**src/sv/tssfw_pkg.sv**
```systemverilog
// ----------------------------------------------------------------------------
// tssfw_pkg
// Types, codes and segment tables shared by the display frame writer.
// ----------------------------------------------------------------------------
package tssfw_pkg;

	localparam int DIGIT_COUNT = 4;
	localparam int SLOT_COUNT  = 8;

	localparam logic [1:0] OP_SHOW  = 2'd0;
	localparam logic [1:0] OP_WRITE = 2'd1;
	localparam logic [1:0] OP_CLEAR = 2'd2;

	localparam logic [1:0] CFG_DATA_CMD  = 2'd0;
	localparam logic [1:0] CFG_ADDR_CMD  = 2'd1;
	localparam logic [1:0] CFG_MINUS_PAT = 2'd2;

	localparam logic [7:0] COLON_BIT = 8'h80;

	localparam logic [2:0] SLOT_SINGLE = 3'd0;
	localparam logic [2:0] SLOT_CLR3   = 3'd1;
	localparam logic [2:0] SLOT_CLR2   = 3'd2;
	localparam logic [2:0] SLOT_CLR1   = 3'd3;
	localparam logic [2:0] SLOT_CLR0   = 3'd4;
	localparam logic [2:0] SLOT_TENTHS = 3'd5;
	localparam logic [2:0] SLOT_UNITS  = 3'd6;
	localparam logic [2:0] SLOT_TENS   = 3'd7;

	localparam logic [1:0] PH_DATA = 2'd0;
	localparam logic [1:0] PH_ADDR = 2'd1;
	localparam logic [1:0] PH_SEG  = 2'd2;

	typedef enum logic [2:0] {
		FS_IDLE,
		FS_DIV1,
		FS_DIV2,
		FS_DIV3,
		FS_PUSH
	} front_state_t;

	typedef struct packed {
		logic [SLOT_COUNT-1:0] slot_mask;
		logic                  use_minus;
		logic [1:0]            pos;
		logic [7:0]            seg;
		logic                  colon;
		logic [3:0]            d_tenths;
		logic [3:0]            d_units;
		logic [3:0]            d_tens;
	} queue_entry_t;

	typedef struct packed {
		logic [7:0] data_cmd;
		logic [7:0] addr_cmd;
		logic [7:0] minus_pat;
	} cfg_t;

	function automatic logic [7:0] digit_pattern(input logic [3:0] d);
		logic [7:0] p;
		case (d)
			4'd0:    p = 8'h3F;
			4'd1:    p = 8'h06;
			4'd2:    p = 8'h5B;
			4'd3:    p = 8'h4F;
			4'd4:    p = 8'h66;
			4'd5:    p = 8'h6D;
			4'd6:    p = 8'h7D;
			4'd7:    p = 8'h07;
			4'd8:    p = 8'h7F;
			4'd9:    p = 8'h6F;
			default: p = 8'h3F;
		endcase
		return p;
	endfunction

endpackage

```
**src/sv/tssfw_if.sv**
```systemverilog
// ----------------------------------------------------------------------------
// tssfw_if
// Request, byte and configuration channels of the display frame writer.
// ----------------------------------------------------------------------------
interface tssfw_req_if;
	logic               valid;
	logic               ready;
	logic        [1:0]  operation;
	logic signed [16:0] temp_tenths;
	logic        [1:0]  position;
	logic        [7:0]  segments;
	logic               colon;

	modport source (output valid, operation, temp_tenths, position, segments, colon,
		input ready);
	modport sink (input valid, operation, temp_tenths, position, segments, colon,
		output ready);
endinterface

interface tssfw_byte_if;
	logic       valid;
	logic       ready;
	logic [7:0] bus_byte;
	logic       start_before;
	logic       stop_after;
	logic       last;

	modport source (output valid, bus_byte, start_before, stop_after, last, input ready);
	modport sink (input valid, bus_byte, start_before, stop_after, last, output ready);
endinterface

interface tssfw_cfg_if;
	logic       valid;
	logic       ready;
	logic [1:0] index;
	logic [7:0] data;

	modport source (output valid, index, data, input ready);
	modport sink (input valid, index, data, output ready);
endinterface

```
**src/sv/tssfw_front.sv**
```systemverilog
// ----------------------------------------------------------------------------
// tssfw_front
// Accepts requests, splits the temperature into digits and queues a plan.
// ----------------------------------------------------------------------------
module tssfw_front (
	input  logic                   clk,
	input  logic                   arst_n,
	tssfw_req_if.sink              req,
	output logic                   push,
	output tssfw_pkg::queue_entry_t push_entry,
	input  logic                   full
);
	import tssfw_pkg::*;

	front_state_t state_q, state_d;
	logic         prev_neg_q;
	logic         accept;
	logic         raw_neg;
	logic [15:0]  raw_mag;
	logic [15:0]  mag_q;
	logic [12:0]  q1_q;
	logic [9:0]   q2_q;
	logic [6:0]   q3_q;
	logic [3:0]   r0_q;
	logic [3:0]   r1_q;
	logic [31:0]  p1;
	logic [28:0]  p2;
	logic [17:0]  p3;
	logic [15:0]  r0_full;
	logic [12:0]  r1_full;
	logic [9:0]   r2_full;
	queue_entry_t ent_q;

	assign accept  = req.valid && req.ready;
	assign raw_neg = req.temp_tenths[16];

	always_comb begin
		logic [16:0] neg_val;
		neg_val = 17'(-req.temp_tenths);
		if (!raw_neg) begin
			raw_mag = req.temp_tenths[15:0];
		end else if (neg_val[16]) begin
			raw_mag = 16'hFFFF;
		end else begin
			raw_mag = neg_val[15:0];
		end
	end

	assign p1      = 32'(mag_q) * 32'(16'hCCCD);
	assign p2      = 29'(q1_q) * 29'(16'hCCCD);
	assign p3      = 18'(q2_q) * 18'd205;
	assign r0_full = 16'(mag_q - 16'(q1_q) * 16'd10);
	assign r1_full = 13'(q1_q - 13'(q2_q) * 13'd10);
	assign r2_full = 10'(q2_q - 10'(q3_q) * 10'd10);

	always_comb begin
		state_d = state_q;
		case (state_q)
			FS_IDLE: begin
				if (accept) begin
					case (req.operation)
						OP_SHOW:  state_d = FS_DIV1;
						OP_WRITE: state_d = FS_PUSH;
						OP_CLEAR: state_d = FS_PUSH;
						default:  state_d = FS_IDLE;
					endcase
				end
			end
			FS_DIV1: state_d = FS_DIV2;
			FS_DIV2: state_d = FS_DIV3;
			FS_DIV3: state_d = FS_PUSH;
			FS_PUSH: begin
				if (!full) begin
					state_d = FS_IDLE;
				end
			end
			default: state_d = FS_IDLE;
		endcase
	end

	always_comb begin
		req.ready           = 1'b0;
		push                = 1'b0;
		push_entry          = ent_q;
		push_entry.d_units  = r1_q;
		push_entry.d_tens   = r2_full[3:0];
		case (state_q)
			FS_IDLE: req.ready = 1'b1;
			FS_PUSH: push = !full;
			default: begin
				req.ready = 1'b0;
				push      = 1'b0;
			end
		endcase
	end

	always_ff @(posedge clk or negedge arst_n) begin
		if (!arst_n) begin
			state_q    <= FS_IDLE;
			prev_neg_q <= 1'b0;
		end else begin
			state_q <= state_d;
			if (accept && req.operation == OP_SHOW) begin
				prev_neg_q <= raw_neg;
			end
		end
	end

	always_ff @(posedge clk) begin
		if (accept) begin
			mag_q         <= raw_mag;
			ent_q.pos     <= req.position;
			ent_q.seg     <= req.segments;
			ent_q.colon   <= req.colon;
			ent_q.use_minus <= 1'b0;
			ent_q.slot_mask <= '0;
			case (req.operation)
				OP_SHOW: begin
					ent_q.pos       <= 2'd0;
					ent_q.colon     <= 1'b0;
					ent_q.use_minus <= raw_neg;
					ent_q.slot_mask <= {3'b111, {4{!raw_neg && prev_neg_q}}, raw_neg};
				end
				OP_WRITE: ent_q.slot_mask <= 8'b0000_0001;
				OP_CLEAR: ent_q.slot_mask <= 8'b0001_1110;
				default:  ent_q.slot_mask <= '0;
			endcase
		end
		if (state_q == FS_DIV1) begin
			q1_q <= p1[31:19];
		end
		if (state_q == FS_DIV2) begin
			q2_q <= p2[28:19];
			r0_q <= r0_full[3:0];
		end
		if (state_q == FS_DIV3) begin
			q3_q <= p3[17:11];
			r1_q <= r1_full[3:0];
		end
		ent_q.d_tenths <= r0_q;
		ent_q.d_units  <= r1_q;
		ent_q.d_tens   <= 4'd0;
	end

	assert property (@(posedge clk) disable iff (!arst_n)
		(state_q == FS_PUSH && !full) |=> state_q == FS_IDLE)
		else $error("front did not return to idle after queueing");
	assert property (@(posedge clk) disable iff (!arst_n)
		(accept && req.operation == OP_SHOW && raw_neg) |=> prev_neg_q)
		else $error("negative flag not recorded");
	assert property (@(posedge clk) disable iff (!arst_n)
		push |-> ent_q.slot_mask != '0)
		else $error("queued plan has no digit writes");
endmodule

```
**src/sv/tssfw_queue.sv**
```systemverilog
// ----------------------------------------------------------------------------
// tssfw_queue
// Short register queue of digit-write plans between front and back.
// ----------------------------------------------------------------------------
module tssfw_queue #(
	parameter int DEPTH = 2
) (
	input  logic                    clk,
	input  logic                    arst_n,
	input  logic                    push,
	input  tssfw_pkg::queue_entry_t push_entry,
	output logic                    full,
	input  logic                    pop,
	output tssfw_pkg::queue_entry_t pop_entry,
	output logic                    empty
);
	import tssfw_pkg::*;

	localparam int PW = (DEPTH > 1) ? $clog2(DEPTH) : 1;
	localparam int CW = $clog2(DEPTH + 1);

	queue_entry_t     mem_q [DEPTH];
	logic [PW-1:0]    wr_ptr_q;
	logic [PW-1:0]    rd_ptr_q;
	logic [CW-1:0]    count_q;
	logic             do_push;
	logic             do_pop;

	assign full      = count_q == CW'(DEPTH);
	assign empty     = count_q == '0;
	assign do_push   = push && !full;
	assign do_pop    = pop && !empty;
	assign pop_entry = mem_q[rd_ptr_q];

	always_ff @(posedge clk or negedge arst_n) begin
		if (!arst_n) begin
			wr_ptr_q <= '0;
			rd_ptr_q <= '0;
			count_q  <= '0;
		end else begin
			if (do_push) begin
				wr_ptr_q <= (wr_ptr_q == PW'(DEPTH - 1)) ? '0 : wr_ptr_q + 1'b1;
			end
			if (do_pop) begin
				rd_ptr_q <= (rd_ptr_q == PW'(DEPTH - 1)) ? '0 : rd_ptr_q + 1'b1;
			end
			if (do_push && !do_pop) begin
				count_q <= count_q + 1'b1;
			end else if (do_pop && !do_push) begin
				count_q <= count_q - 1'b1;
			end
		end
	end

	always_ff @(posedge clk) begin
		if (do_push) begin
			mem_q[wr_ptr_q] <= push_entry;
		end
	end

	assert property (@(posedge clk) disable iff (!arst_n)
		count_q <= CW'(DEPTH))
		else $error("queue count beyond depth");
	assert property (@(posedge clk) disable iff (!arst_n)
		(do_push && !do_pop) |=> count_q == $past(count_q) + 1'b1)
		else $error("queue count did not grow on push");
	assert property (@(posedge clk) disable iff (!arst_n)
		(do_pop && !do_push) |=> count_q == $past(count_q) - 1'b1)
		else $error("queue count did not shrink on pop");
endmodule

```
**src/sv/tssfw_back.sv**
```systemverilog
// ----------------------------------------------------------------------------
// tssfw_back
// Expands queued plans into framed bus bytes, three per digit write.
// ----------------------------------------------------------------------------
module tssfw_back (
	input  logic                    clk,
	input  logic                    arst_n,
	input  tssfw_pkg::cfg_t         cfg,
	output logic                    pop,
	input  tssfw_pkg::queue_entry_t pop_entry,
	input  logic                    empty,
	tssfw_byte_if.source            rsp
);
	import tssfw_pkg::*;

	queue_entry_t          act_q;
	logic                  active_q;
	logic [2:0]            slot_q;
	logic [1:0]            phase_q;
	logic                  out_valid_q;
	logic [7:0]            out_byte_q;
	logic                  out_start_q;
	logic                  out_stop_q;
	logic                  out_last_q;
	logic                  advance;
	logic [SLOT_COUNT-1:0] higher;
	logic                  has_next;
	logic [2:0]            next_slot;
	logic [2:0]            first_slot;
	logic [1:0]            dpos;
	logic [7:0]            dseg;
	logic                  dcolon;
	logic [7:0]            seg_byte;
	logic [7:0]            cur_byte;
	logic                  cur_start;
	logic                  cur_stop;
	logic                  cur_last;

	assign pop     = !active_q && !empty;
	assign advance = active_q && (!out_valid_q || rsp.ready);

	always_comb begin
		higher     = '0;
		has_next   = 1'b0;
		next_slot  = '0;
		first_slot = '0;
		for (int i = 0; i < SLOT_COUNT; i++) begin
			higher[i] = act_q.slot_mask[i] && (3'(i) > slot_q);
		end
		for (int i = SLOT_COUNT - 1; i >= 0; i--) begin
			if (higher[i]) begin
				has_next  = 1'b1;
				next_slot = 3'(i);
			end
			if (pop_entry.slot_mask[i]) begin
				first_slot = 3'(i);
			end
		end
	end

	always_comb begin
		dpos   = 2'd0;
		dseg   = 8'h00;
		dcolon = 1'b0;
		case (slot_q)
			SLOT_SINGLE: begin
				dpos   = act_q.pos;
				dseg   = act_q.use_minus ? cfg.minus_pat : act_q.seg;
				dcolon = act_q.colon;
			end
			SLOT_CLR3:   dpos = 2'd3;
			SLOT_CLR2:   dpos = 2'd2;
			SLOT_CLR1:   dpos = 2'd1;
			SLOT_CLR0:   dpos = 2'd0;
			SLOT_TENTHS: begin
				dpos = 2'd3;
				dseg = digit_pattern(act_q.d_tenths);
			end
			SLOT_UNITS: begin
				dpos   = 2'd2;
				dseg   = digit_pattern(act_q.d_units);
				dcolon = 1'b1;
			end
			SLOT_TENS: begin
				dpos = 2'd1;
				dseg = digit_pattern(act_q.d_tens);
			end
			default: dpos = 2'd0;
		endcase
		seg_byte = dcolon ? (dseg | COLON_BIT) : (dseg & ~COLON_BIT);
	end

	always_comb begin
		cur_byte  = cfg.data_cmd;
		cur_start = 1'b1;
		cur_stop  = 1'b1;
		cur_last  = 1'b0;
		case (phase_q)
			PH_DATA: begin
				cur_byte  = cfg.data_cmd;
				cur_start = 1'b1;
				cur_stop  = 1'b1;
			end
			PH_ADDR: begin
				cur_byte  = cfg.addr_cmd | {6'd0, dpos};
				cur_start = 1'b1;
				cur_stop  = 1'b0;
			end
			PH_SEG: begin
				cur_byte  = seg_byte;
				cur_start = 1'b0;
				cur_stop  = 1'b1;
				cur_last  = !has_next;
			end
			default: cur_byte = cfg.data_cmd;
		endcase
	end

	always_ff @(posedge clk or negedge arst_n) begin
		if (!arst_n) begin
			active_q    <= 1'b0;
			out_valid_q <= 1'b0;
			slot_q      <= '0;
			phase_q     <= PH_DATA;
		end else begin
			if (pop) begin
				active_q <= 1'b1;
				slot_q   <= first_slot;
				phase_q  <= PH_DATA;
			end else if (advance) begin
				if (phase_q == PH_SEG) begin
					phase_q <= PH_DATA;
					slot_q  <= next_slot;
					if (!has_next) begin
						active_q <= 1'b0;
					end
				end else begin
					phase_q <= phase_q + 1'b1;
				end
			end
			if (advance) begin
				out_valid_q <= 1'b1;
			end else if (rsp.ready) begin
				out_valid_q <= 1'b0;
			end
		end
	end

	always_ff @(posedge clk) begin
		if (pop) begin
			act_q <= pop_entry;
		end
		if (advance) begin
			out_byte_q  <= cur_byte;
			out_start_q <= cur_start;
			out_stop_q  <= cur_stop;
			out_last_q  <= cur_last;
		end
	end

	assign rsp.valid        = out_valid_q;
	assign rsp.bus_byte     = out_byte_q;
	assign rsp.start_before = out_start_q;
	assign rsp.stop_after   = out_stop_q;
	assign rsp.last         = out_last_q;

	assert property (@(posedge clk) disable iff (!arst_n)
		active_q |-> act_q.slot_mask[slot_q])
		else $error("sequencer sits on a disabled slot");
	assert property (@(posedge clk) disable iff (!arst_n)
		(advance && cur_last) |=> !active_q)
		else $error("sequencer still busy after final byte");
	assert property (@(posedge clk) disable iff (!arst_n)
		(advance && cur_last) |-> phase_q == PH_SEG)
		else $error("final byte is not a segment byte");
endmodule

```
**src/sv/temperature_seven_segment_frame_writer_unit.sv**
```systemverilog
// ----------------------------------------------------------------------------
// temperature_seven_segment_frame_writer_unit
// Turns display requests into framed bytes for a two-wire segment display.
// ----------------------------------------------------------------------------
// Requests enter on req (show temperature, write one position, clear) and
// leave as bus bytes on rsp, each with its start and stop marks; the final
// byte of a request carries last. Each digit write makes three bytes.
// A request makes 3 to 21 bytes; operation code 3 makes none.
// The cfg channel writes the data command, the address base and the minus
// pattern; it is always ready and should be used only while idle.
// The front takes a show request and runs the decimal split (three
// reciprocal multiplies, one per cycle, in states DIV1 to DIV3) before
// queueing it; other requests go straight to the push state. The back
// sends one byte per cycle while rsp is ready, and the first byte of a
// show request passes the split states, the queue and the output register.
// The front accepts the next item while the back is still sending.
// When rsp stalls, the output register holds its byte and the queue fills,
// after which req.ready drops. Reset empties the queue, clears the sign
// history and loads the register defaults.
// ----------------------------------------------------------------------------
module temperature_seven_segment_frame_writer_unit #(
	parameter int QUEUE_DEPTH = 2
) (
	input logic          clk,
	input logic          arst_n,
	tssfw_req_if.sink    req,
	tssfw_byte_if.source rsp,
	tssfw_cfg_if.sink    cfg
);
	import tssfw_pkg::*;

	cfg_t         cfg_q;
	logic         push;
	logic         pop;
	logic         full;
	logic         empty;
	queue_entry_t push_entry;
	queue_entry_t pop_entry;

	assign cfg.ready = 1'b1;

	always_ff @(posedge clk or negedge arst_n) begin
		if (!arst_n) begin
			cfg_q.data_cmd  <= 8'd68;
			cfg_q.addr_cmd  <= 8'd192;
			cfg_q.minus_pat <= 8'd64;
		end else if (cfg.valid) begin
			case (cfg.index)
				CFG_DATA_CMD:  cfg_q.data_cmd  <= cfg.data;
				CFG_ADDR_CMD:  cfg_q.addr_cmd  <= cfg.data;
				CFG_MINUS_PAT: cfg_q.minus_pat <= cfg.data;
				default:       cfg_q <= cfg_q;
			endcase
		end
	end

	tssfw_front u_front (
		.clk        (clk),
		.arst_n     (arst_n),
		.req        (req),
		.push       (push),
		.push_entry (push_entry),
		.full       (full)
	);

	tssfw_queue #(
		.DEPTH (QUEUE_DEPTH)
	) u_queue (
		.clk        (clk),
		.arst_n     (arst_n),
		.push       (push),
		.push_entry (push_entry),
		.full       (full),
		.pop        (pop),
		.pop_entry  (pop_entry),
		.empty      (empty)
	);

	tssfw_back u_back (
		.clk       (clk),
		.arst_n    (arst_n),
		.cfg       (cfg_q),
		.pop       (pop),
		.pop_entry (pop_entry),
		.empty     (empty),
		.rsp       (rsp)
	);
endmodule
```
**src/flat_wrapper.sv**
```systemverilog
// flat-port wrapper written by rule: the top's interface ports become plain ports
module temperature_seven_segment_frame_writer_unit_flat import tssfw_pkg::*;
#(
	parameter int QUEUE_DEPTH = 2
)
  (clk, arst_n, req_valid, req_operation, req_temp_tenths, req_position, req_segments, req_colon, req_ready, rsp_valid, rsp_bus_byte, rsp_start_before, rsp_stop_after, rsp_last, rsp_ready, cfg_valid, cfg_index, cfg_data, cfg_ready);
  tssfw_req_if req_i ();
  tssfw_byte_if rsp_i ();
  tssfw_cfg_if cfg_i ();
  input logic clk;
  input logic arst_n;
  input wire logic [$bits(req_i.valid)-1:0] req_valid;
  input wire logic [$bits(req_i.operation)-1:0] req_operation;
  input wire logic [$bits(req_i.temp_tenths)-1:0] req_temp_tenths;
  input wire logic [$bits(req_i.position)-1:0] req_position;
  input wire logic [$bits(req_i.segments)-1:0] req_segments;
  input wire logic [$bits(req_i.colon)-1:0] req_colon;
  output wire logic [$bits(req_i.ready)-1:0] req_ready;
  output wire logic [$bits(rsp_i.valid)-1:0] rsp_valid;
  output wire logic [$bits(rsp_i.bus_byte)-1:0] rsp_bus_byte;
  output wire logic [$bits(rsp_i.start_before)-1:0] rsp_start_before;
  output wire logic [$bits(rsp_i.stop_after)-1:0] rsp_stop_after;
  output wire logic [$bits(rsp_i.last)-1:0] rsp_last;
  input wire logic [$bits(rsp_i.ready)-1:0] rsp_ready;
  input wire logic [$bits(cfg_i.valid)-1:0] cfg_valid;
  input wire logic [$bits(cfg_i.index)-1:0] cfg_index;
  input wire logic [$bits(cfg_i.data)-1:0] cfg_data;
  output wire logic [$bits(cfg_i.ready)-1:0] cfg_ready;
  assign req_i.valid = req_valid;
  assign req_i.operation = req_operation;
  assign req_i.temp_tenths = req_temp_tenths;
  assign req_i.position = req_position;
  assign req_i.segments = req_segments;
  assign req_i.colon = req_colon;
  assign req_ready = req_i.ready;
  assign rsp_valid = rsp_i.valid;
  assign rsp_bus_byte = rsp_i.bus_byte;
  assign rsp_start_before = rsp_i.start_before;
  assign rsp_stop_after = rsp_i.stop_after;
  assign rsp_last = rsp_i.last;
  assign rsp_i.ready = rsp_ready;
  assign cfg_i.valid = cfg_valid;
  assign cfg_i.index = cfg_index;
  assign cfg_i.data = cfg_data;
  assign cfg_ready = cfg_i.ready;
  temperature_seven_segment_frame_writer_unit #(.QUEUE_DEPTH(QUEUE_DEPTH)) u_core (.clk(clk), .arst_n(arst_n), .req(req_i), .rsp(rsp_i), .cfg(cfg_i));
endmodule
```
**config.mk**
```make
export PLATFORM = sky130hd
export DESIGN_NAME = temperature_seven_segment_frame_writer_unit_flat
export DESIGN_NICKNAME = d
export VERILOG_FILES = /design/src/sv/tssfw_pkg.sv /design/src/sv/tssfw_if.sv /design/src/sv/tssfw_front.sv /design/src/sv/tssfw_queue.sv /design/src/sv/tssfw_back.sv /design/src/sv/temperature_seven_segment_frame_writer_unit.sv /design/src/flat_wrapper.sv
export SDC_FILE = /design/constraint.sdc
export NUM_CORES = 1
export LEC_CHECK = 0
export BUFFER_PORTS_ARGS = -buffer_cell sky130_fd_sc_hd__buf_2
export CAP_MARGIN = 5
export CORE_UTILIZATION = 55
export DETAILED_ROUTE_END_ITERATION = 8
export GPL_TIMING_DRIVEN = 0
export PLACE_DENSITY = 0.77
export SETUP_SLACK_MARGIN = 0.15
export SLEW_MARGIN = 20
export SYNTH_ARGS = -nofsm -noshare
export SYNTH_HDL_FRONTEND = slang
export SYNTH_SLANG_ARGS = --single-unit
```
**constraint.sdc**
```tcl
create_clock -name clk -period 6 [get_ports clk]
set_input_delay 0.6 -clock clk [delete_from_list [all_inputs] [get_ports clk]]
set_output_delay 0.6 -clock clk [all_outputs]
set_load 0.02 [all_outputs]
```
---- After elaboration in Yosys (flattened, before gate mapping) ----
Memory sizes are Yosys's and may differ from the RTL's. A register that Yosys moved wholly into a read port is not among the register bits.
Cells that the tools add are included.
word-level totals
  output and inout bits ................... 14
  RAM bits ................................ 64
  memory bits (read-only) ................. 336
  word-level logic and storage cells ...... 192
  bits in registers ....................... 158
  bits of input ports ..................... 45
  memories kept ........................... 4
memory list
  name                  depth  width  rd ports  clocked after memory_dff  wr ports  RTL line           text
  (name not given)      16     7      1         1                         0         tssfw_pkg.sv:60    case (d)
  (name not given)      16     7      1         1                         0         tssfw_pkg.sv:60
  (name not given)      16     7      1         1                         0         tssfw_pkg.sv:60
  u_core.u_queue.mem_q  2      32     1         0                         1         tssfw_queue.sv:22  queue_entry_t mem_q [DEPTH];
operators by class
  multiply operators ...................... 6
  add/subtract/negate cells ............... 9
  reductions and logical operators ........ 45
  magnitude comparators ................... 8
  multiplexer cells ....................... 62
  eq/ne operators ......................... 21
  bitwise gates (word level) .............. 1
operators by type and width
  operator                                             count
  two-way mux 3 bit                                    21
  multiplier 16 x 16 -> 32 bit, second input constant  1
  two-way mux 16 bit                                   2
  multiplier 13 x 16 -> 29 bit, second input constant  1
  case mux 7 bit (4 select lines)                      1
  case mux 8 bit (3 select lines)                      1
  two-way mux 1 bit                                    22
  multiplier 10 x 8 -> 18 bit, second input constant   1
  logical AND 1 bit                                    17
  negation 17 bit                                      1
  case mux 8 bit (2 select lines)                      1
  equality test 3 bit, second input constant           5
  case mux 3 bit (5 select lines)                      1
  multiplier 13 x 3 -> 3 bit, second input constant    1
  equality test 3 x 2 -> 1 bit, second input constant  4
  > comparator 3 bit, first input constant             4
  two-way mux 4 bit                                    3
  subtractor 4 bit                                     3
  multiplier 10 x 3 -> 3 bit, second input constant    1
  two-way mux 2 bit                                    5
  case mux 2 bit (5 select lines)                      1
  AND reduction 2 bit                                  5
  equality test 2 bit, second input constant           4
  zero test 1 bit                                      8
  21 further kinds                                     38

---- Depth between registers and ports, before layout ----
Gate-level depths: netlist of the first run.
  depth in word-level cells ............... 14
  depth in mapped cells ................... 20
  depth with buffers taken out ............ 20

---- Cells and area by module ----
A second synthesis of the first run with hierarchy kept.
second synthesis, totals
  cells, all modules ...................... 1655
  area total of the unflattened synthesis .. 18798.0 µm²
by module, submodules not included
  module                                       cells an instance  area each (µm²)  seq. area each (µm²)  instances
  tssfw_front                                  1180               11735.0          2132.0                1
  tssfw_back                                   303                3474.6           1826.8                1
  tssfw_queue                                  119                2658.8           2021.9                1
  temperature_seven_segment_frame_writer_unit  53                 929.6            606.8                 1

---- Worst setup path after synthesis of the first run ----
Ideal clock, no wire load.
  kind .................................... register to register
  start ................................... register u_core.u_front.mag_q[1]
  end ..................................... register u_core.u_front.q1_q[9], data pin
  stages on the path, launching flop included .. 18
  period minus slack after synthesis ...... 5.229 ns
  arrival time ............................ 4.966 ns
  path buffers ............................ 0
  library setup time ...................... 0.263 ns
  data required time ...................... 5.737 ns
  setup slack ............................. 0.771 ns
  cells stage by stage .................... edfxtp_1 > ha_1 > xor2_1 > ha_1 > fa_1 > fa_1 > fa_1 > inv_1 > fa_1 > inv_1 > ha_1 > a21oi_1 > a21o_1 > nand2_1 > a41oi_1 > nand2_1 > o41ai_2 > xnor2_1
on the way
  word-level cells in the longest chain between the ends .. 1
RTL lines
  what                          RTL line            text
  start, declared               tssfw_front.sv:20   logic [15:0] mag_q;
  start signal, assigned        tssfw_front.sv:111  mag_q <= raw_mag;
  multiplier 16 x 16 -> 32 bit  tssfw_front.sv:49   assign p1 = 32'(mag_q) * 32'(16'hCCCD);
  via u_core.u_front.p1[28]     tssfw_front.sv:26   logic [31:0] p1;
  end signal, assigned          tssfw_front.sv:130  q1_q <= p1[31:19];
  end, declared                 tssfw_front.sv:21   logic [12:0] q1_q;
The timed path passes the listed nets, and every way through them passes these cells.
A chain may end at the register's enable or synchronous reset.

---- Worst setup path in the final report of the first run ----
  start ................................... register u_core.u_front.mag_q[7]
  end ..................................... register u_core.u_front.q1_q[12], data pin
Same word-level chain as after synthesis.

==> results of run 1 <==
[sequential cells by signal (all words and copies together) (netlist names), 2 cells and up, named ones only]
register and flops:
u_core.u_queue.count_q 2, u_core.u_front.q1_q 13, u_core.u_front.push_entry 18, u_core.u_back.phase_q 2
u_core.u_front.q2_q 10, u_core.cfg_q 23, u_core.u_front.state_q 3, u_core.u_front.q3_q 3
u_core.u_front.mag_q 16, u_core.u_front.r0_q 4, u_core.u_front.r1_q 4, u_core.u_back.rsp.bus_byte 8
u_core.u_queue.mem_q 52, u_core.u_back.slot_q 3, u_core.u_back.act_q 25
[synth_stat cells (all sizes together), types with 8 or more instances]
master	n	area share [%]
o21ai	31	0.88
mux2i	25	1.4
a22oi	9	0.38
edfxtp	152	26
nand2	81	1.7
fa	147	17
xor2	31	1.5
xnor2	28	1.4
nor3	15	0.46
inv	386	8.2
clkbuf	10	0.21
nand2b	8	0.28
o21a	8	0.34
o221ai	11	0.62
nand3	14	0.43
nor2b	13	0.46
nor2	44	0.94
ha	270	19
buf	10	0.28
dfrtp	33	4.7
mux2	42	2.7
dfxtp	25	2.8
a21oi	56	1.7
nand4	11	0.39
a21o	18	0.77
[metrics by stage]
step	utilization, %	instance area [um2]
5_1_grt	61.4	19300
6_report	61.4	19300
3_3_place_gp	58.3	18400
2_1_floorplan	-	17600
4_1_cts	60.9	19200
3_5_place_dp	58.4	18400
[path summary, 6_finish.rpt]
path / from / to / slack, ns / cells past startpoint
setup / recovery: u_core.u_front.mag_q[7]$_DFFE_PP_ / u_core.u_front.q1_q[12]$_DFFE_PP_ / 0.25 / 17
hold / removal: arst_n / u_core.u_back.phase_q[0]$_DFFE_PN0P_ / 0.23 / 1
setup reg to reg: u_core.u_front.mag_q[7]$_DFFE_PP_ / u_core.u_front.q1_q[12]$_DFFE_PP_ / 0.25 / 17
hold reg to reg: u_core.u_front.r0_q[2]$_DFFE_PN_ / u_core.u_front.push_entry[10]$_DFF_P_ / 0.34 / 0
max in group asynchronous: arst_n / u_core.u_queue.count_q[1]$_DFFE_PN0P_ / 5.18 / 1
min in group clk: req_segments[3] / u_core.u_front.push_entry[16]$_DFFE_PP_ / 0.25 / 1
[cells by family after synthesis]
kind of cell | after synthesis | synth area share [%]
compound gates | 197 | 7.81
xor+xnor | 59 | 2.94
fa+ha+maj | 417 | 36.0
buf+inv | 406 | 8.74
flops | 215 | 34.3
mux | 67 | 4.12
other cells | 1 | 0.0213
simple gates | 221 | 6.12
[layout make-up]
type,count,share of cell area (%)
multi-input combinational,962,52.2
clock inverter,19,0.874
buffer,20,0.447
tap,402,2.60
sequential,215,31.2
timing repair buffer,72,2.07
inverter,386,7.49
clock buffer,25,3.13
[timing repair]
item	in CTS	in global routing
gates resized for setup	2	11
hold buffers	0	0
setup endpoints to repair	4	7
setup buffers	2	13
pin swaps	0	4
[cell usage in the layout (no fill, tap or decap), types with 11 or more instances in the layout]
cell type                   instances
sky130_fd_sc_hd__fa_1             146
sky130_fd_sc_hd__a21oi_1           50
sky130_fd_sc_hd__o21ai_0           26
sky130_fd_sc_hd__nor2b_1           12
sky130_fd_sc_hd__mux2i_1           25
sky130_fd_sc_hd__nor2_1            42
sky130_fd_sc_hd__dfrtp_1           33
sky130_fd_sc_hd__edfxtp_1         152
sky130_fd_sc_hd__xnor2_1           27
sky130_fd_sc_hd__dfxtp_1           25
sky130_fd_sc_hd__clkbuf_16         24
sky130_fd_sc_hd__nand4_1           11
sky130_fd_sc_hd__ha_1             267
sky130_fd_sc_hd__buf_4             17
sky130_fd_sc_hd__nand3_1           13
sky130_fd_sc_hd__clkbuf_1          11
sky130_fd_sc_hd__inv_1            385
sky130_fd_sc_hd__mux2_2            42
sky130_fd_sc_hd__xor2_1            31
sky130_fd_sc_hd__nand2_1           80
sky130_fd_sc_hd__a21o_1            18
sky130_fd_sc_hd__nor3_1            13
sky130_fd_sc_hd__buf_2             62
[routing by layer]
layer / wire, um / track usage [%] / up-vias / part of all wire (%)
met5: 0 / 0 / - / 0
met4: 1090 / 6.70 / 0 / 3.2
met3: 1220 / 2.98 / 73 / 3.6
met2: 17300 / 37.7 / 203 / 51
met1: 14400 / 26.3 / 5542 / 42
li1: - / - / 5462 / -
==> out/summary.md, run 1 <==
## Setup path
• ha_1 > inv_1 > fa_1 > inv_1 > fa_1 > fa_2 > fa_1 > inv_1 > fa_1 > inv_1 > ha_1 > nand4_1 > nor2_2 > o2111ai_2 > and2_1 > a221oi_2 > xnor2_2 — list of cells traversed by the critical path
• 5.99 ns — endpoint arrival time on the critical path
• flip-flop — type of element launching the critical path
• 6.25 ns — data required time at the worst endpoint
• adder cells — cell type group with the largest total delay on the critical path
• flip-flop to flip-flop — Crit Path Category
• sky130_fd_sc_hd__fa_1 — slowest library cell on the worst path
• flip-flop — crit path capture type
• 3 — Max Fanout on Critical Path
• 4 — number of buffers and inverters on the critical path
• 0.59 ns — longest individual stage delay on the worst path

## Timing
• 0.0188 ns — worst clock skew on the final layout
• yes — RSZ-0062 raised after global routing
• 5.75 ns — Final Critical Period
• 0.174 GHz — top achievable clock speed
• 0 ns — setup TNS
• 0.227 ns — worst hold margin
• 36.6% — relative max-transition margin
• 0.951 ns — slew of the pin with the lowest slew margin
• 0 — Setup-failing EPs final
• 0 — Slew Limit Fails
• 0.252 ns — worst path setup slack after routing
• 0 — final count of hold timing violations
• 95.8% — final period utilization

## Drt
• 16.2 um — final routed wire length divided by cell count
• 11300 — vias after detailed routing
• 0 — drt drc
• 5.37 — average via count per standard cell
• 0 — remaining antenna violation count after routing
• 546 — starting DRC count in detailed routing
• 33900 um — final WL
• 5 — number of iterations in the first detailed-routing pass

## Yosys
• 74 — Netlist cell types
• 2045 — Syn Nets
• 215 — Seq cells post-synth
• 0 — count of yosys warnings during synthesis
• 17.7% — fraction of synthesis flops using an asynchronous set or reset pin
• 1583 — post-synthesis instance total
• sky130_fd_sc_hd__edfxtp_1 — top_reg_cell synth
• 17600 um2 — total standard cell area after synthesis
• 34.3% — sequential area share after synthesis
• 152 — number of synthesized flops with an enable pin
• 11.1 um2 — synthesized area per cell

## Min path
• input pin to async pin — min-delay worst type

## Clock network
• 3 — clock tree buffer depth
• 1 — Max H-tree Level
• 0.53 ns — Skew-Pair Late Insertion Delay
• sky130_fd_sc_hd__clkbuf_16 — Clk Tree Root Cell
• 24 — Num CTS Buffers
• 0.06 ns — CTS clk-pin slew, worst paths
• 215 — count of clock tree sinks
• done — clock tree from TritonCTS

## Cells and area
• 10100 um2 — area used by multi-input combinational logic
• 0 — number of antenna cells inserted
• 6020 um2 — register cell area after layout
• 2398 — number of filler instances in the final layout
• 10.0% — Area growth syn-to-layout
• 12.0% — share of layout cells above drive strength 1
• 2143 — total number of nets in the final design
• 2101 — non-filler instance count after layout

## Run
• 0 — max-cap violations

## Place
• 2042 — DP Cell Count
• 0.921 — final RePlAce weighted congestion
• 56 — count of input and output buffers
• 27100 um — post-DP HPWL
• 0.0841 ns — Post-Place Setup Slack

## GRT
• 0 — antenna violations before repair
• 11600 — vias in the first global route
• 55400 um — first-pass GRT wire length
• 39 — pin count of the biggest net entering global routing
• 21.1% — GR Util All Layers
• 0 — Remaining Overflow, GRT

## Floorplan
• 32700 um2 — Die Outline Area
• 181 um — die width
• 31500 um2 — area inside the core boundary
• 59 — ports placed on the boundary
• 65 — Cell Rows
• 55.8% — Initial Utilization
• 181 um — vertical extent of the die

## Run status
• finished clean — run status

Power of run 1 is left out: the tool's default activity adds up to more than one toggle a clock period on the data nets, which glitch-free logic cannot reach.
==> run 2, diff against run 1 <==
Settings changed: CORE_UTILIZATION 55 to 64, PLACE_DENSITY 0.77 to 0.87.
==> run 2 against run 1 <==
  * Worst setup slack worse by 0.0037 ns
  * Clock skew is 0.013 ns higher
  * Hold slack worse by 0.028 ns
  * Via count is 2.9% higher
  * Design area shrank 0.88%
  * Count of clock-buffer cells in the layout rose by 2
  * Wire length grew 4.6%
  * Sequential share of layout area rose by 0.28 points
  * Critical path depth increased by 1
  * Core utilization grew 9.7 points
  * Sequential cell count did not move
  * Cell count is 3.2% lower
  * Critical path type unchanged
  * Largest cell class unchanged
==> out/summary.md, run 2 (same netlist as run 1, synthesis figures left out) <==
## Timing
• 0.174 GHz — top achievable clock speed, about the same
• 0 — Slew Limit Fails, unchanged
• 0.909 ns — slew of the pin with the lowest slew margin, -0.0423 ns
• 0 — Setup-failing EPs final, unchanged
• 95.9% — final period utilization, about the same
• 0 — final count of hold timing violations, unchanged
• yes — RSZ-0062 raised after global routing
• 0.0319 ns — worst clock skew on the final layout, +0.0131 ns
• 0.249 ns — worst path setup slack after routing, -0.00370 ns
• 5.75 ns — Final Critical Period, +0.00371 ns
• 39.4% — relative max-transition margin, +2.8 points
• 0 ns — setup TNS, unchanged

## Cells and area
• 6020 um2 — register cell area after layout, unchanged
• 9.07% — Area growth syn-to-layout
• 52 — number of flip-flops under the largest register name, unchanged
• 10100 um2 — area used by multi-input combinational logic, -0.21%
• u_core.u_queue.mem_q (52), u_core.u_back.act_q (25), u_core.cfg_q (23) — largest registers
• 0 — number of antenna cells inserted, unchanged
• u_core.u_queue.mem_q — register with the most flip-flops
• 385 x sky130_fd_sc_hd__inv_1, 269 x sky130_fd_sc_hd__ha_1, 152 x sky130_fd_sc_hd__edfxtp_1 — commonest non-fill, non-tap cells in the layout
• sky130_fd_sc_hd__inv_1 — most frequent standard cell in the layout excluding fill and tap cells
• 1721 — number of filler instances in the final layout, -28%
• 11.9% — share of layout cells above drive strength 1, -0.076 points
• 2138 — total number of nets in the final design, -0.23%

## Setup path
• flip-flop — type of element launching the critical path
• adder cells — cell type group with the largest total delay on the critical path
• flip-flop — crit path capture type
• u_core.u_front.mag_q[11]$_DFFE_PP_ — source of the worst register-to-register timing path
• 0.25 ns — worst reg-to-reg setup slack, about the same
• 5 — Max Fanout on Critical Path, +2
• 4 — number of buffers and inverters on the critical path, unchanged
• 6.26 ns — data required time at the worst endpoint, about the same
• 6.01 ns — endpoint arrival time on the critical path, +0.02 ns
• ha_1 > ha_1 > inv_1 > fa_1 > inv_1 > fa_1 > fa_1 > inv_1 > fa_1 > inv_1 > ha_1 > nand4_1 > a2111oi_2 > a221oi_2 > o221ai_2 > o31a_1 > a311oi_2 > xnor2_1 — list of cells traversed by the critical path
• u_core.u_front.q1_q[6]$_DFFE_PP_ — RR Endpoint
• sky130_fd_sc_hd__fa_1 — slowest library cell on the worst path
• 0.56 ns — longest individual stage delay on the worst path, -0.03 ns
• 18 — depth of the worst register-to-register path, +1
• flip-flop to flip-flop — Crit Path Category

## GRT
• 58500 um — first-pass GRT wire length, +5.5%
• 12300 — vias in the first global route, +5.8%
• 0 — antenna violations before repair, unchanged
• 26.1% — GR Util All Layers, +5.0 points
• 39 — pin count of the biggest net entering global routing, unchanged
• 0 — Remaining Overflow, GRT, unchanged

## Clock network
• 0 — hold bufs inserted after CTS, unchanged
• 3 — clock tree buffer depth, unchanged
• 215 — count of clock tree sinks, unchanged
• sky130_fd_sc_hd__clkbuf_16 — Clk Tree Root Cell
• 0.06 ns — CTS clk-pin slew, worst paths, about the same
• 23 — Num CTS Buffers, -4.2%
• 0.53 ns — Skew-Pair Late Insertion Delay, about the same
• done — clock tree from TritonCTS
• 1 — Max H-tree Level, unchanged

## Run status
• finished clean — run status

## Drt
• 5.70 — average via count per standard cell, +6.2%
• 843 — starting DRC count in detailed routing, +54%
• 11600 — vias after detailed routing, +2.9%
• 0 — remaining antenna violation count after routing, unchanged
• 0 — drt drc, unchanged
• 5 — number of iterations in the first detailed-routing pass, unchanged
• met4 — Highest Signal Layer
• 35500 um — final WL, +4.6%
• 1440 um — detailed route wirelength on metal3, +17%
• 18500 um — total length of routed met2 wires, +7.0%
• 14200 um — wl on met1, -1.1%
• 17.5 um — final routed wire length divided by cell count, +8.1%

## Floorplan
• 65.2% — Initial Utilization, +9.4 points
• 27000 um2 — area inside the core boundary, -14%
• 60 — Cell Rows, -7.7%
• 168 um — die width, -7.2%
• 59 — ports placed on the boundary, unchanged
• 168 um — vertical extent of the die, -7.2%
• 28100 um2 — Die Outline Area, -14%

## Place
• 27600 um — post-DP HPWL, +2.0%
• 0.904 — final RePlAce weighted congestion, -1.9%
• 0.164 ns — Post-Place Setup Slack, +0.0801 ns
• 56 — count of input and output buffers, unchanged

## Run
• 0 — max-cap violations, unchanged

## Min path
• input pin to async pin — min-delay worst type

[run 2: cell types whose count changed in the layout (fill, tap and decap cells not counted), sizes merged]
cell	previous run	this run
bufinv	2	0
clkinv	13	10
clkbuf	35	37
buf	82	78
inv	388	389
[run 2: repair_timing]
item / 4_1_cts / 5_1_grt
setup buffers: 0 / 11
resized for setup: 1 / 10
endpoints found under the setup margin: 2 / 9
pin swaps: 0 / 2
[run 2: stage by stage]
stage               instance area (um2)  utilization [%]  cells  hold WS (ns)
floorplan                         17600                -   1583         0.304
global placement                  18300             67.8   1980         0.324
detailed placement                18300             67.9   1981         0.327
CTS                               19000             70.6   2023         0.223
global route                      19200             71.1   2034         0.219
finish                            19200             71.1   2034         0.199
[run 2: layout make-up]
type / instances / area share, %
plain buffers: 20 / 0.451
repair buffers: 68 / 1.93
inverters: 386 / 7.56
well taps: 341 / 2.23
flip-flops and latches: 215 / 31.4
clock inverters: 15 / 0.575
multi-input cells: 962 / 52.6
clock buffers: 27 / 3.24
[run 2: worst max-delay path by stage]
stage | from | end | slack [ns] | depth (start not counted)
after floorplan | u_core.u_front.mag_q[1]$_DFFE_PP_ | u_core.u_front.q1_q[9]$_DFFE_PP_ | 0.77 | 17
after global placement | u_core.u_front.mag_q[1]$_DFFE_PP_ | u_core.u_front.q1_q[9]$_DFFE_PP_ | 0.31 | 17
after detailed placement | u_core.u_front.mag_q[8]$_DFFE_PP_ | u_core.u_front.q1_q[9]$_DFFE_PP_ | 0.16 | 17
after CTS | u_core.u_front.mag_q[10]$_DFFE_PP_ | u_core.u_front.q1_q[12]$_DFFE_PP_ | 0.20 | 17
after global routing | u_core.u_front.mag_q[11]$_DFFE_PP_ | u_core.u_front.q1_q[6]$_DFFE_PP_ | 0.12 | 18
final | u_core.u_front.mag_q[11]$_DFFE_PP_ | u_core.u_front.q1_q[6]$_DFFE_PP_ | 0.25 | 18
[run 2: metal layers]
layer	up-vias	GRT usage [%]
met5	-	0
met4	0	10.7
met3	104	3.03
met2	323	47.3
met1	5730	31.7
li1	5445	-
Power of run 2 is left out for the same reason.
